**src/rtl/bsa_pkg.sv**
```systemverilog
`timescale 1ns / 1ps
// ----------------------------------------------------------------------------
// bsa_pkg
// Types, sizes and codes shared by the slab slot allocator.
// ----------------------------------------------------------------------------
package bsa_pkg;

    // slab geometry
    localparam int MAX_SLOTS = 256;
    localparam int SLOT_W    = $clog2(MAX_SLOTS);
    localparam int CNT_W     = SLOT_W + 1;
    localparam int WORD_BITS = 32;
    localparam int WBIT_W    = $clog2(WORD_BITS);
    localparam int NUM_WORDS = MAX_SLOTS / WORD_BITS;
    localparam int WADDR_W   = $clog2(NUM_WORDS);
    localparam int VISIT_W   = $clog2(NUM_WORDS + 1);

    // register and field widths
    localparam int ADDR_W = 32;
    localparam int SIZE_W = 13;
    localparam int OIU_W  = 9;
    localparam int LIM_W  = CNT_W + SIZE_W;
    localparam int PROD_W = SLOT_W + SIZE_W;
    localparam int STEP_W = $clog2(SLOT_W);
    localparam int CFG_IDX_W  = 2;
    localparam int CFG_DATA_W = 32;

    localparam logic [SIZE_W-1:0] OBJ_SIZE_RST = SIZE_W'(16);

    // configuration register indexes
    typedef enum logic [CFG_IDX_W-1:0] {
        CFG_DATA_BASE      = 2'd0,
        CFG_OBJECT_SIZE    = 2'd1,
        CFG_OBJECTS_IN_USE = 2'd2
    } t_cfg_idx;

    // request kinds
    localparam logic KIND_ALLOC = 1'b0;
    localparam logic KIND_FREE  = 1'b1;

    typedef enum logic [1:0] {
        ST_OK       = 2'd0,
        ST_FULL     = 2'd1,
        ST_BAD_ADDR = 2'd2,
        ST_NOT_USED = 2'd3
    } t_status;

    typedef enum logic [1:0] {
        FILL_EMPTY   = 2'd0,
        FILL_PARTIAL = 2'd1,
        FILL_FULL    = 2'd2
    } t_fill;

    typedef enum logic [3:0] {
        S_IDLE,
        S_RD,
        S_SCAN,
        S_MUL,
        S_FLIM,
        S_FCHK,
        S_FDIV,
        S_FBIT,
        S_FIN
    } t_state;

    // bitmap memory access
    typedef struct packed {
        logic                 rd_en;
        logic [WADDR_W-1:0]   rd_addr;
        logic                 wr_en;
        logic [WADDR_W-1:0]   wr_addr;
        logic [WORD_BITS-1:0] wr_data;
    } t_map_req;

    // divider result
    typedef struct packed {
        logic              done;
        logic [SLOT_W-1:0] quot;
        logic              rem_zero;
    } t_div_rsp;

endpackage

```
**src/rtl/bsa_div.sv**
```systemverilog
`timescale 1ns / 1ps
// ----------------------------------------------------------------------------
// bsa_div
// Restoring divider, one quotient bit per cycle, quotient below MAX_SLOTS.
// ----------------------------------------------------------------------------
module bsa_div
    import bsa_pkg::*;
(
    input  logic              i_clk,
    input  logic              i_rst_n,
    input  logic              i_start,
    input  logic [LIM_W-1:0]  i_dividend,
    input  logic [SIZE_W-1:0] i_divisor,
    output t_div_rsp          o_rsp
);

    logic              r_busy;
    logic              r_done;
    logic [STEP_W-1:0] r_step;
    logic [LIM_W-1:0]  r_rem;
    logic [LIM_W-1:0]  r_dsr;
    logic [SLOT_W-1:0] r_quot;
    logic              ge;

    assign ge = (r_rem >= r_dsr);

    always_ff @(posedge i_clk) begin
        if (!i_rst_n) begin
            r_busy <= 1'b0;
            r_done <= 1'b0;
            r_step <= '0;
        end else begin
            r_done <= 1'b0;
            if (i_start) begin
                r_busy <= 1'b1;
                r_step <= '0;
            end else if (r_busy) begin
                r_step <= r_step + 1'b1;
                if (r_step == STEP_W'(SLOT_W - 1)) begin
                    r_busy <= 1'b0;
                    r_done <= 1'b1;
                end
            end
        end
    end

    // dividend is known to be below divisor * MAX_SLOTS
    always_ff @(posedge i_clk) begin
        if (i_start) begin
            r_rem  <= i_dividend;
            r_dsr  <= LIM_W'(i_divisor) << (SLOT_W - 1);
            r_quot <= '0;
        end else if (r_busy) begin
            if (ge) begin
                r_rem <= r_rem - r_dsr;
            end
            r_quot <= {r_quot[SLOT_W-2:0], ge};
            r_dsr  <= r_dsr >> 1;
        end
    end

    assign o_rsp.done     = r_done;
    assign o_rsp.quot     = r_quot;
    assign o_rsp.rem_zero = (r_rem == '0);

endmodule

```
**config.mk**
```make
export PLATFORM = sky130hd
export DESIGN_NAME = bsa_div
export DESIGN_NICKNAME = d
export VERILOG_FILES = /design/src/rtl/bsa_pkg.sv /design/src/rtl/bsa_div.sv
export SDC_FILE = /design/constraint.sdc
export NUM_CORES = 1
export LEC_CHECK = 0
export ABC_AREA = 1
export BUFFER_PORTS_ARGS = -buffer_cell sky130_fd_sc_hd__buf_2
export CAP_MARGIN = 0
export CORE_ASPECT_RATIO = 0.9
export CORE_MARGIN = 4
export CORE_UTILIZATION = 55
export CTS_CLUSTER_DIAMETER = 150
export DETAILED_ROUTE_END_ITERATION = 10
export PLACE_DENSITY_LB_ADDON = 0.12
export RECOVER_POWER = 25
export SLEW_MARGIN = 20
export SYNTH_ARGS = -nofsm -noshare
export SYNTH_HDL_FRONTEND = slang
export SYNTH_SLANG_ARGS = --single-unit
```
**constraint.sdc**
```tcl
create_clock -name i_clk -period 3.8 [get_ports i_clk]
set_input_delay 0.38 -clock i_clk [delete_from_list [all_inputs] [get_ports i_clk]]
set_output_delay 0.38 -clock i_clk [all_outputs]
set_load 0.05 [all_outputs]
```
==> impl_metrics.toml <==
[status]
violations = "max-capacitance violations, max-slew violations"
outcome = "complete, but fails checks"

[synth]
synth_xor_area_frac = 0.00904
synth_fa_ha_area_frac = 0.0762
ys_top_cells_by_area = "edfxtp_1, nand2_1, dfxtp_1"
synth_compound_area_frac = 0.0649
syn_avg_cell_area_sq_um = 6.89
synthMuxAreaShare = 0
ys_ff_latch = 55
synthCells = 563
synth_warnings = 0
yosysSeqAreaShare = 0.374
netlist_area_sq_um = 3880
yosys.area_share.simple = 0.372
syn_nets = 624
synth_top_area_share = 0.271
ys_types = 32
synth_top_family_by_area = "simple AND/OR/NAND/NOR gates"
yosysTopAreaCell = "edfxtp_1"

[cts]
path_clk_slew_ns = 0.11
h-tree-depth = 2
cts_tree = "built"
cts_max_path_buffers = 2
cts_buffers = 5
clockRootBuffer = "clkbuf_8"
cts_setup_buffers = 0
clk_latency_ns = 0.33
cts.sinks = 55
hold_buffers = 0
cts_resized = 0

[finish]
drive_gt1_frac = 0.122
areaGrowthSynthToFinish_pct = 10.6
final_common_cell = "nand2_1"
stdcell_count = 698
diodes = 0
fillCellCount = 661
layout_common_cells = "nand2_1, inv_1, nand3_1"
nNetsFinal = 668

[sta]
fin_skew_ns = 0.0106
grt_setup_unrepaired = "false"
fin_setup_tns_ns = 0
period_needed_ns = 2.75
final-setup-viol-count = 0
maxSlewViolCount = 42
timing.final.crit_share = 0.723
worst_slew_pin_slew_ns = 1.93
fmax_mhz = 364
finalHoldViolCount = 0
slew_headroom = -0.289

[detailed_routing]
drtIter0Drc = 255
firstDrtPassIters = 6
wl_per_cell_um = 13.9
route.detailed.drc = 0
via_count = 3656
postRouteWirelength_um = 9690
via_per_inst = 5.24
ant_nets = 0

[global_route]
grt_pass1_wl_um = 15600
grt_pass1_vias = 3369
globalRouteOverflowTotal = 0
grt_usage = 0.238
grt_max_degree = 42
antenna_found_initial = 0

[worst_setup_path]
reg2reg_depth = 13
cp.required_ns = 3.99
cp_num_cells = 5
r2r_end = "r_rem[7]"
rrSetupSlack_ns = 1.09
critPathSlowestCell = "clkbuf_1"
cp_cell_sequence = "clkbuf_1, inv_1, clkbuf_1, nand3_1, nand2_1"
cp_max_fo = 41
cp_data_arrival_time_ns = 2.94
max_stage_delay_ns = 1.41
critPathBufInv = 3
crit_path_end = "r_rem[14]"
r2r-start = "r_rem[0]"
end_kind = "flop"
crit_type = "input port to flop"
cp-start-kind = "input port"
setup.worst_path.start = "i_start"
crit_family = "buffers and inverters"
path_common_cell = "clkbuf_1"

[place]
dpl.hpwl_um = 7400
io_buffer_count = 47
placedCellCount = 690
gp_congestion = 1.01

[hold_path]
hp-class = "input port to flop"

[floorplan]
die_h_um = 87.7
rows = 28
core_area_sq_um = 6730
start_util = 0.576
die_w_um = 96.5
io_pins = 48
die-area_sq_um = 8460

[run]
max_cap_viol_count = 1

[power_and_ir_drop]
power.density_nw_per_um2 = 509
leakagePower_nw = 2.18
vdd_drop_max_v = 0.000274
[final cells by class]
| cell class | count | area (sq um) | area share |
|---|---|---|---|
| Clock buffer | 6 | 93.8 | 0.0219 |
| Timing Repair Buffer | 51 | 245 | 0.0572 |
| Sequential cell | 55 | 1450 | 0.338 |
| Tap cell | 90 | 113 | 0.0263 |
| Clock inverter | 2 | 25.0 | 0.00584 |
| Inverter | 89 | 334 | 0.0779 |
| Multi-Input combinational cell | 405 | 2030 | 0.472 |
[kinds of logic (layout without fill, tap and decap cells)]
| kind of cell | count (synthesis) | after routing |
|---|---|---|
| simple gates | 330 | 330 |
| buf+inv | 103 | 148 |
| flops | 55 | 55 |
| compound gates | 48 | 48 |
| fa+ha+maj | 23 | 23 |
| xor+xnor | 4 | 4 |
[stage by stage]
stage	hold WS [ns]	area (sq um)	utilization	setup WS (ns)	total power, mW
finish	0.305	4290	0.637	1.05	2.18
CTS	0.296	4310	0.640	1.13	2.17
floorplan	0.445	3880	-	1.48	1.53
global placement	0.452	4190	0.623	1.19	1.75
global route	0.293	4290	0.637	0.893	2.34
detailed placement	0.468	4190	0.623	1.15	1.77
[how the worst min path moves through the flow]
stage                   start   endpoint  slack, ns  cells after the start
CTS                   i_rst_n     r_busy       0.30                      3
global route          i_rst_n     r_busy       0.29                      3
global placement    r_step[1]  r_step[1]       0.45                      2
detailed placement  r_step[2]  r_step[2]       0.47                      2
floorplan           r_step[1]  r_step[1]       0.44                      2
finish                i_rst_n     r_busy       0.30                      3
[state kept, by name, indices dropped and copies added (netlist names)]
name and cells:
r_busy 1, r_done 1, r_quot 8, r_dsr 20, r_step 3, r_rem 22
[layer usage]
metal,track usage,part of all wire
met1,0.352,0.48
met2,0.373,0.44
met5,0,0
met4,0.0535,0.013
met3,0.0301,0.071
[synthesized netlist by cell type]
master,count
fa_1,1
nor4_1,4
a21oi_1,21
dfxtp_1,20
buf_1,2
clkbuf_1,7
inv_1,87
nor3_2,1
nor2_1,40
o21bai_1,2
nand3_1,43
o21ai_1,1
a211oi_1,1
buf_2,2
and2_1,1
nor3_1,3
nand2_2,11
a21oi_2,1
o21ai_0,22
nand3b_1,7
nor2_4,2
xnor2_1,4
nand2_1,200
or2_1,3
nand3_2,4
ha_1,22
nor2_2,7
inv_2,1
buf_4,3
nand4_1,4
clkinv_1,1
edfxtp_1,35
[report_power, final]
group	internal, mW	total, mW	switching (mW)
registers	0.741	0.796	0.0549
logic	0.329	0.981	0.652
clock network	0.177	0.407	0.229
[tightest hold or removal path, delay by kind of cell]
kind | cells | cell delay, ns
AO/OA/AOI/OAI | 1 | 0.05
buffers and inverters | 2 | 0.16
(Power assumes the default switching activity.)
