File: src/rtl/bsa_pkg.sv
`timescale 1ns / 1ps
// ----------------------------------------------------------------------------
// bsa_pkg
// Types, sizes and codes shared by the slab slot allocator.
// ----------------------------------------------------------------------------
package bsa_pkg;

    // slab geometry
    localparam int MAX_SLOTS = 256;
    localparam int SLOT_W    = $clog2(MAX_SLOTS);
    localparam int CNT_W     = SLOT_W + 1;
    localparam int WORD_BITS = 32;
    localparam int WBIT_W    = $clog2(WORD_BITS);
    localparam int NUM_WORDS = MAX_SLOTS / WORD_BITS;
    localparam int WADDR_W   = $clog2(NUM_WORDS);
    localparam int VISIT_W   = $clog2(NUM_WORDS + 1);

    // register and field widths
    localparam int ADDR_W = 32;
    localparam int SIZE_W = 13;
    localparam int OIU_W  = 9;
    localparam int LIM_W  = CNT_W + SIZE_W;
    localparam int PROD_W = SLOT_W + SIZE_W;
    localparam int STEP_W = $clog2(SLOT_W);
    localparam int CFG_IDX_W  = 2;
    localparam int CFG_DATA_W = 32;

    localparam logic [SIZE_W-1:0] OBJ_SIZE_RST = SIZE_W'(16);

    // configuration register indexes
    typedef enum logic [CFG_IDX_W-1:0] {
        CFG_DATA_BASE      = 2'd0,
        CFG_OBJECT_SIZE    = 2'd1,
        CFG_OBJECTS_IN_USE = 2'd2
    } t_cfg_idx;

    // request kinds
    localparam logic KIND_ALLOC = 1'b0;
    localparam logic KIND_FREE  = 1'b1;

    typedef enum logic [1:0] {
        ST_OK       = 2'd0,
        ST_FULL     = 2'd1,
        ST_BAD_ADDR = 2'd2,
        ST_NOT_USED = 2'd3
    } t_status;

    typedef enum logic [1:0] {
        FILL_EMPTY   = 2'd0,
        FILL_PARTIAL = 2'd1,
        FILL_FULL    = 2'd2
    } t_fill;

    typedef enum logic [3:0] {
        S_IDLE,
        S_RD,
        S_SCAN,
        S_MUL,
        S_FLIM,
        S_FCHK,
        S_FDIV,
        S_FBIT,
        S_FIN
    } t_state;

    // bitmap memory access
    typedef struct packed {
        logic                 rd_en;
        logic [WADDR_W-1:0]   rd_addr;
        logic                 wr_en;
        logic [WADDR_W-1:0]   wr_addr;
        logic [WORD_BITS-1:0] wr_data;
    } t_map_req;

    // divider result
    typedef struct packed {
        logic              done;
        logic [SLOT_W-1:0] quot;
        logic              rem_zero;
    } t_div_rsp;

endpackage

File: src/rtl/bsa_bitmap.sv
`timescale 1ns / 1ps
// ----------------------------------------------------------------------------
// bsa_bitmap
// Used bitmap of the slab, one word of slots per entry, registered read.
// ----------------------------------------------------------------------------
module bsa_bitmap
    import bsa_pkg::*;
(
    input  logic                 i_clk,
    input  logic                 i_rst_n,
    input  t_map_req             i_req,
    output logic [WORD_BITS-1:0] o_rd_data
);

    logic [WORD_BITS-1:0] mem [NUM_WORDS];
    logic [WORD_BITS-1:0] r_rd_data;
    logic [NUM_WORDS-1:0] r_wvld;
    logic                 r_rd_vld;

    always_ff @(posedge i_clk) begin
        if (i_req.wr_en) begin
            mem[i_req.wr_addr] <= i_req.wr_data;
        end
        if (i_req.rd_en) begin
            r_rd_data <= mem[i_req.rd_addr];
        end
    end

    // a word never written since reset reads as all free
    always_ff @(posedge i_clk) begin
        if (!i_rst_n) begin
            r_wvld   <= '0;
            r_rd_vld <= 1'b0;
        end else begin
            if (i_req.wr_en) begin
                r_wvld[i_req.wr_addr] <= 1'b1;
            end
            if (i_req.rd_en) begin
                r_rd_vld <= r_wvld[i_req.rd_addr];
            end
        end
    end

    assign o_rd_data = r_rd_vld ? r_rd_data : '0;

endmodule

File: config.mk
export PLATFORM = sky130hd
export DESIGN_NAME = bsa_bitmap
export DESIGN_NICKNAME = d
export VERILOG_FILES = /design/src/rtl/bsa_pkg.sv /design/src/rtl/bsa_bitmap.sv
export SDC_FILE = /design/constraint.sdc
export NUM_CORES = 1
export LEC_CHECK = 0
export ABC_AREA = 1
export BUFFER_PORTS_ARGS = -buffer_cell sky130_fd_sc_hd__buf_2
export CORE_MARGIN = 1.5
export CORE_UTILIZATION = 55
export DETAILED_ROUTE_END_ITERATION = 6
export PLACE_DENSITY = 0.74
export REMOVE_ABC_BUFFERS = 1
export SLEW_MARGIN = 10
export SYNTH_ARGS = -nofsm -noshare
export SYNTH_HDL_FRONTEND = slang
export SYNTH_SLANG_ARGS = --single-unit
File: constraint.sdc
create_clock -name i_clk -period 2.42 [get_ports i_clk]
set_input_delay 0 -clock i_clk [delete_from_list [all_inputs] [get_ports i_clk]]
set_output_delay 0 -clock i_clk [all_outputs]
set_load 0.005 [all_outputs]
==> flow_summary.json, run 1 <==
{
  "firstDrtPassIters": 5,
  "io_buffers": 73,
  "grt_pass1_vias": 6931,
  "antenna_left": 0,
  "drv_cap": 0,
  "netlist_area_um2": 11570,
  "ys_ff_latch": 297,
  "yosysSeqAreaShare_pct": 76.31,
  "r2r-start": "r_rd_vld",
  "tightest_slew_ps": 954.2,
  "hold_class": "in2reg",
  "antennaDiodeCount": 0,
  "seq_area_um2": 8830,
  "dp_hpwl_um": 12670,
  "antenna_found_initial": 0,
  "detail_route.wirelength_um": 24000,
  "worstSetupPathType": "reg2out",
  "core_um2": 20430,
  "rsz0062_at_grt": "false",
  "yosys_warnings": 0,
  "ios": 74,
  "worstPathMaxFanout": 33,
  "drc": 0,
  "die-area_um2": 21920,
  "worstPathRequired_ps": 2420,
  "async_reset_ff_share_pct": 0,
  "cts_tree": "done",
  "fin_crit_ps": 1739,
  "start_util_pct": 56.63,
  "root_buffer": "clkbuf_16",
  "outcome": "complete, no violations",
  "synth_edf_count": 288,
  "drt_iter0_markers": 595,
  "cp-end-kind": "primary output",
  "clock_sinks": 297,
  "grt_start_max_net_pins": 133,
  "synthFlopType": "edfxtp_1",
  "synth_cell_types": 19,
  "syn_to_final_growth_pct": 15.90,
  "syn_inst": 895,
  "startpoint": "r_rd_vld",
  "path_clk_slew_ps": 60,
  "fmax_mhz": 574.9,
  "num_rows": 52,
  "crit_arrival_ps": 1740,
  "syn_avg_cell_area_um2": 12.93,
  "r2r_cells": 2,
  "cts_max_level": 1,
  "wire_per_inst_um": 18.72,
  "worstHoldStart": "i_req[34]",
  "drive_above_1_share_pct": 13.44,
  "finalCritPeriodShare_pct": 71.88,
  "clk_path_buf_depth": 3,
  "leakagePower_nw": 4.943,
  "synth_top_area_share_pct": 74.75,
  "synthTopCellsByArea": "edfxtp_1, nor2_1, nand2_1, o21ai_0, o22ai_1",
  "hold_viol_final": 0,
  "peakVddDrop_v": 0.0005614,
  "yosys-top-cells-count": "edfxtp_1, nor2_1, nand2_1, o21ai_0, o22ai_1",
  "fin_skew_ps": 7.814,
  "gp_congestion": 0.7471,
  "grt_usage_pct": 22.29,
  "vias": 7158,
  "p_per_area_nw_per_um2": 803.0,
  "cts_buffers": 28,
  "die_w_um": 148.0,
  "grt_overflow": 0,
  "multi_input_area_um2": 2248,
  "finalMaxSlewViolations": 0,
  "num-nets-final": 1034,
  "num-fill-cells": 1478,
  "synth_most_common_cell": "edfxtp_1",
  "start_kind": "flop",
  "slew_headroom_pct": 36.38,
  "synth_largest_area_cell": "edfxtp_1",
  "finalSetupViolCount": 0,
  "grt_pass1_wl_um": 37580,
  "timing.hold.ws_ps": 84.82,
  "r2r_slack_ps": 1200,
  "hold_path_depth": 3,
  "viasPerCell": 5.583,
  "dieHeight_um": 148.0,
  "clock_latency_ps": 530,
  "tns_ps": 0,
  "cts_setup_buffers": 0
}
layout make-up:
class	instances	share of cell area, %
Inverter	49	1.428
Timing Repair Buffer	121	6.812
Sequential cell	297	65.85
Multi-Input combinational cell	495	16.77
Clock buffer	43	6.177
Tap cell	270	2.519
Clock inverter	7	0.4479
flip-flops by register name (all words and copies together) (netlist names):
| name | flops |
|---|---|
| r_rd_vld | 1 |
| r_rd_data | 32 |
| r_wvld | 8 |
| mem | 256 |
where the power goes:
part | internal [mW] | leakage (nW) | switching [mW]
clock network | 2.45 | 0.435 | 1.73
registers | 5.85 | 2.72 | 0.0591
logic | 0.228 | 1.79 | 0.449
total | 8.53 | 4.94 | 2.24
worst max-delay path: stages (launching register included):
cell and delay (ps):
dfxtp_2 810, nand2_1 200, inv_1 90, buf_2 110
stage by stage:
stage / power (mW) / cell area, µm² / utilization (%) / std cells / setup slack [ps]
4_1_cts: 10.82 / 13410 / 65.64 / 1282 / 627.8
3_5_place_dp: 6.649 / 12180 / 59.62 / 1198 / 871.3
2_1_floorplan: 6.304 / 11210 / - / 841 / 441.7
6_report: 10.77 / 13410 / 65.64 / 1282 / 680.5
3_3_place_gp: 6.632 / 12180 / 59.62 / 1198 / 925.6
5_1_grt: 11.08 / 13410 / 65.64 / 1282 / 548.9
final timing paths:
path | to
setup / recovery | o_rd_data[31]
hold / removal | mem[4][27]
setup reg to reg | r_rd_vld
hold reg to reg | r_wvld[4]
layer usage:
layer / vias up / GRT usage, % / routed length [µm]
li1: 3373 / - / -
met1: 3414 / 31.84 / 10250
met2: 328 / 35.98 / 11330
met3: 43 / 3.056 / 1836
met4: 0 / 7.129 / 579
met5: - / 0 / 0
timing repair:
item / 4_1_cts / 5_1_grt
hold buffers: 34 / 0
resized for setup: 0 / 0
endpoints found under the setup margin: 0 / 0
endpoints found under the hold margin: 270 / 0
cells by family (layout without fill, tap and decap cells):
family	Yosys count	count (layout)	synth area share (%)
and+or+nand+nor	301	301	9.830
buffers and inverters	103	220	4.780
DFF	297	297	76.31
AOI/OAI and AO/OA	194	194	9.084
layout by cell type, fill, tap and decap left out:
cell,n
a21oi_1,1
buf_12,8
buf_2,72
buf_4,7
bufinv_16,1
clkbuf_1,9
clkbuf_16,29
clkbuf_8,5
clkinv_1,4
clkinv_2,2
clkinv_4,1
dfxtp_1,8
dfxtp_2,1
dlygate4sd3_1,34
edfxtp_1,288
inv_1,46
inv_2,1
inv_8,1
nand2_1,140
nand3_1,6
nor2_1,147
nor2_4,8
o21ai_0,94
o21ai_1,35
o22ai_1,64
No activity file was read; power rests on OpenSTA's default activity.
==> inputs of run 2 (changes only) <==
==> constraint.sdc (replaced) <==
create_clock -name i_clk -period 1.61 [get_ports i_clk]
set_input_delay 0 -clock i_clk [delete_from_list [all_inputs] [get_ports i_clk]]
set_output_delay 0 -clock i_clk [all_outputs]
set_load 0.005 [all_outputs]
==> run 2 against run 1 <==
Compared with the run above:
- critical path depth is 1 higher
- first-iteration DRC count fell by 22%
- global-route usage grew 1.2 points
- register-to-register slack got worse by 700 ps
- sequential power rose by 50%
- total power is 60% higher
- largest cell class unchanged
==> flow_summary.json, run 2 (synthesis gave the netlist of run 1 again) <==
{
  "io_buffers": 73,
  "cts_tree": "done",
  "antenna_left": 0,
  "dr_wl_met2_um": 12580,
  "vias": 7342,
  "fin_area_um2": 13770,
  "grt_overflow": 0,
  "antenna_found_initial": 0,
  "p_per_area_nw_per_um2": 1247,
  "cp-end-kind": "primary output",
  "path_clk_slew_ps": 60,
  "die_w_um": 148.0,
  "hold_viol_final": 0,
  "largestRegisters": "mem: 256 flops, r_rd_data: 32 flops, r_wvld: 8 flops",
  "tightest_slew_ps": 538.5,
  "core_um2": 20430,
  "num-nets-final": 1059,
  "final_common_cell": "edfxtp_1",
  "grt_start_max_net_pins": 55,
  "worstSetupPathType": "reg2out",
  "dp_hpwl_um": 14650,
  "die-area_um2": 21920,
  "mostFrequentLayoutCells": "edfxtp_1, nor2_1, nand2_1",
  "fin_skew_ps": 8.733,
  "peakVddDrop_v": 0.0007973,
  "grt_pass1_wl_um": 39160,
  "fin_crit_ps": 1526,
  "crit_chain": "buf_4 -> nand2_1 -> inv_1 -> buf_2",
  "cts_setup_buffers": 0,
  "worstPathMaxFanout": 14,
  "cts_buffers": 29,
  "fmax_mhz": 655.5,
  "top_register": "mem",
  "placement.cell_area_um2": 12400,
  "finalMaxSlewViolations": 0,
  "root_buffer": "clkbuf_16",
  "finalPower_mw": 17.18,
  "drc": 0,
  "critPathBufInv": 3,
  "drt_iter0_markers": 467,
  "leakagePower_nw": 5.151,
  "num_rows": 52,
  "met1Wirelength_um": 10380,
  "antennaDiodeCount": 0,
  "outcome": "complete, no violations",
  "firstDrtPassIters": 5,
  "grt_usage_pct": 23.54,
  "hold_class": "in2reg",
  "detail_route.wirelength_um": 25340,
  "wl_met3_um": 1821,
  "clk_path_buf_depth": 3,
  "viasPerCell": 5.605,
  "drive_above_1_share_pct": 16.35,
  "slowest_stage": "dfxtp_4",
  "worstPathRequired_ps": 1610,
  "syn_to_final_growth_pct": 19.03,
  "rsz0062_at_grt": "false",
  "num-fill-cells": 1429,
  "cts_max_level": 1,
  "gp_congestion": 0.7735,
  "crit_arrival_ps": 1530,
  "wire_per_inst_um": 19.34,
  "cp_top_family": "flip-flops",
  "timing.hold.ws_ps": 21.99,
  "clock_latency_ps": 540,
  "start_kind": "flop",
  "slew_headroom_pct": 64.10,
  "highest_layer": "met4",
  "ios": 74,
  "start_util_pct": 56.63,
  "clock_sinks": 297,
  "finalSetupViolCount": 0,
  "dieHeight_um": 148.0,
  "largest_reg_flops": 256,
  "max_stage_delay_ps": 490,
  "drv_cap": 0,
  "finalCritPeriodShare_pct": 94.76,
  "grt_pass1_vias": 7221
}
run 2: area by class of cell:
| class | instances | area, µm² | share of cell area [%] |
|---|---|---|---|
| clock buffers | 30 | 729.5 | 5.297 |
| clock inverters | 24 | 301.5 | 2.190 |
| inverters | 49 | 191.4 | 1.390 |
| multi-input cells | 495 | 2248 | 16.33 |
| flip-flops and latches | 297 | 8832 | 64.13 |
| well taps | 270 | 337.8 | 2.453 |
| repair buffers | 145 | 1131 | 8.213 |
run 2: layer usage:
layer | track usage [%] | vias to the layer above
li1 | - | 3422
met1 | 31.73 | 3596
met2 | 39.44 | 276
met3 | 3.673 | 48
met4 | 8.119 | 0
met5 | 0 | -
run 2: worst min-delay path: cells and delay by family:
family	cells	cell delay, ps
buf+inv	2	320
simple gates	2	130
run 2: metrics by stage:
step	setup WS, ps	setup TNS, ps	util [%]	std cells
6_report	84.43	0	67.41	1310
5_1_grt	4.894	0	67.41	1310
4_1_cts	40.55	0	67.41	1310
3_5_place_dp	260.0	0	60.69	1222
2_1_floorplan	-368.3	-90670	-	841
3_3_place_gp	326.0	0	60.69	1222
run 2: repair_timing:
| action | 4_1_cts | 5_1_grt |
|---|---|---|
| setup endpoints to repair | 18 | 0 |
| resized for setup | 1 | 0 |
| hold buffers | 34 | 0 |
| hold endpoints to repair | 277 | 0 |
run 2: path summary, 6_finish.rpt:
| path | from | endpoint | slack (ps) | cells after the start |
|---|---|---|---|---|
| hold / removal | i_req[38] | r_rd_data[23] | 20 | 4 |
| setup / recovery | r_rd_vld | o_rd_data[6] | 80 | 4 |
| hold reg to reg | r_wvld[3] | r_wvld[3] | 470 | 2 |
| setup reg to reg | mem[1][2] | r_rd_data[2] | 500 | 4 |
run 2: where the power goes:
group,leakage [nW],internal (mW),switching [mW]
Combinational,1.93,0.386,0.697
Clock,0.506,4.41,2.80
Sequential,2.72,8.79,0.0826
Total,5.15,13.6,3.58
==> inputs of run 3 (changes only) <==
--- a/config.mk
+++ b/config.mk
@@ -10,7 +10,7 @@
 export CORE_MARGIN = 1.5
 export CORE_UTILIZATION = 55
 export DETAILED_ROUTE_END_ITERATION = 6
-export PLACE_DENSITY = 0.74
+export PLACE_DENSITY = 0.83
 export REMOVE_ABC_BUFFERS = 1
 export SLEW_MARGIN = 10
 export SYNTH_ARGS = -nofsm -noshare
==> run 3 against run 2 <==
Compared with the run above:
- critical path depth increased by 3
- combinational power about the same
- sequential power is essentially flat
- largest power group unchanged
- total power fell by 2.9%
- non-clock buffer count down 5
- routed wire length grew 0.69%
- sequential cell count is the same
==> flow_summary.json, run 3 (synthesis gave the netlist of run 1 again) <==
{
  "clock_sinks": 297,
  "syn_to_final_growth_pct": 18.17,
  "cts_buffers": 29,
  "mostFrequentLayoutCells": "edfxtp_1, nor2_1, nand2_1",
  "drt_iter0_markers": 844,
  "viasPerCell": 5.697,
  "num-nets-final": 1054,
  "detail_route.wirelength_um": 25520,
  "finalPower_mw": 16.67,
  "slew_headroom_pct": 64.36,
  "hold_class": "in2reg",
  "outcome": "complete, no violations",
  "core_um2": 20430,
  "worstPathRequired_ps": 2080,
  "final_common_cell": "edfxtp_1",
  "antenna_found_initial": 0,
  "largest_reg_flops": 256,
  "root_buffer": "clkbuf_16",
  "finalCritPeriodShare_pct": 90.04,
  "drc": 0,
  "vias": 7429,
  "wire_per_inst_um": 19.57,
  "drive_above_1_share_pct": 15.09,
  "clk_path_buf_depth": 3,
  "num_rows": 52,
  "die_w_um": 148.0,
  "grt_start_max_net_pins": 55,
  "finalSetupViolCount": 0,
  "clock_latency_ps": 530,
  "fmax_mhz": 689.9,
  "power_frac_seq_pct": 53.3,
  "peakVddDrop_v": 0.0008132,
  "p_int_mw": 13.13,
  "grt_pass1_wl_um": 39560,
  "io_buffers": 73,
  "cp-end-kind": "flop",
  "leakagePower_nw": 5.087,
  "fin_skew_ps": 6.096,
  "largestRegisters": "mem: 256 flops, r_rd_data: 32 flops, r_wvld: 8 flops",
  "worstSetupPathType": "reg2reg",
  "ios": 74,
  "crit_arrival_ps": 1920,
  "multi_input_area_um2": 2248,
  "cts_setup_buffers": 0,
  "hold_viol_final": 0,
  "antenna_left": 0,
  "die-area_um2": 21920,
  "drv_cap": 0,
  "dp.cells": 1216,
  "p_per_area_nw_per_um2": 1219,
  "num-fill-cells": 1381,
  "tightest_slew_ps": 534.6,
  "fin_crit_ps": 1450,
  "start_kind": "flop",
  "dp_hpwl_um": 14150,
  "antennaDiodeCount": 0,
  "p_switching_mw": 3.541,
  "start_util_pct": 56.63,
  "grt_usage_pct": 23.55,
  "placement.cell_area_um2": 12380,
  "timing.hold.ws_ps": 38.69,
  "worstPathMaxFanout": 2,
  "finalMaxSlewViolations": 0,
  "fin_area_um2": 13670,
  "seq_area_um2": 8832,
  "path_clk_slew_ps": 60,
  "grt_overflow": 0,
  "firstDrtPassIters": 7,
  "p_comb_share_pct": 6.6,
  "dieHeight_um": 148.0,
  "p_clk_share_pct": 40.1,
  "grt_pass1_vias": 7487,
  "cts_tree": "done",
  "cts_max_level": 1,
  "swShare_pct": 21.24,
  "top_register": "mem",
  "rsz0062_at_grt": "false",
  "instances_no_fill": 1304,
  "gp_congestion": 0.7607
}
## run 3: repair_timing
item	4_1_cts	5_1_grt
setup endpoints to repair	0	6
resized for setup	0	1
endpoints found under the hold margin	276	0
hold buffers	35	0
## run 3: per-stage QoR
step / util (%) / setup TNS [ps] / setup slack, ps
2_1_floorplan: - / -90670 / -368.3
3_3_place_gp: 60.59 / 0 / 440.2
3_5_place_dp: 60.59 / 0 / 364.8
4_1_cts: 66.91 / 0 / 46.16
5_1_grt: 66.92 / 0 / 90.40
6_report: 66.92 / 0 / 160.4
## run 3: worst paths after layout
kind                                start  cells after the start         to  slack, ps
worst max-delay path            r_wvld[5]                      7   r_rd_vld        160
worst min-delay path            i_req[33]                      3  mem[7][0]         40
worst max register to register  r_wvld[5]                      7   r_rd_vld        160
worst min register to register  r_wvld[1]                      2  r_wvld[1]        470
## run 3: per-layer routing
layer  GRT usage, %  share of wire, %
met1          29.89                38
met2          41.36                51
met3          3.272               8.9
met4          8.911               2.4
met5              0                 0
## run 3: power by group through the flow
stage               Combinational, mW  Clock (mW)  Sequential (mW)
global placement                0.968           0             9.03
global route                     1.20        7.03             8.90
finish                           1.10        6.69             8.88
CTS                              1.09        6.73             8.88
detailed placement               1.01           0             9.04
floorplan                       0.449           0             9.03
## run 3: area by class of cell
class	count	share of cell area (%)
flip-flops and latches	297	64.60
clock inverters	18	1.409
well taps	270	2.471
multi-input cells	495	16.45
inverters	49	1.400
repair buffers	140	8.200
clock buffers	35	5.473
## run 3: worst max-delay path, stage by stage (launching register included)
cell	delay, ps
dfxtp_1	350
inv_1	50
nand2_1	60
nand3_1	100
nand3_1	100
nand2_1	60
a21oi_1	120
dlygate4sd3_1	560
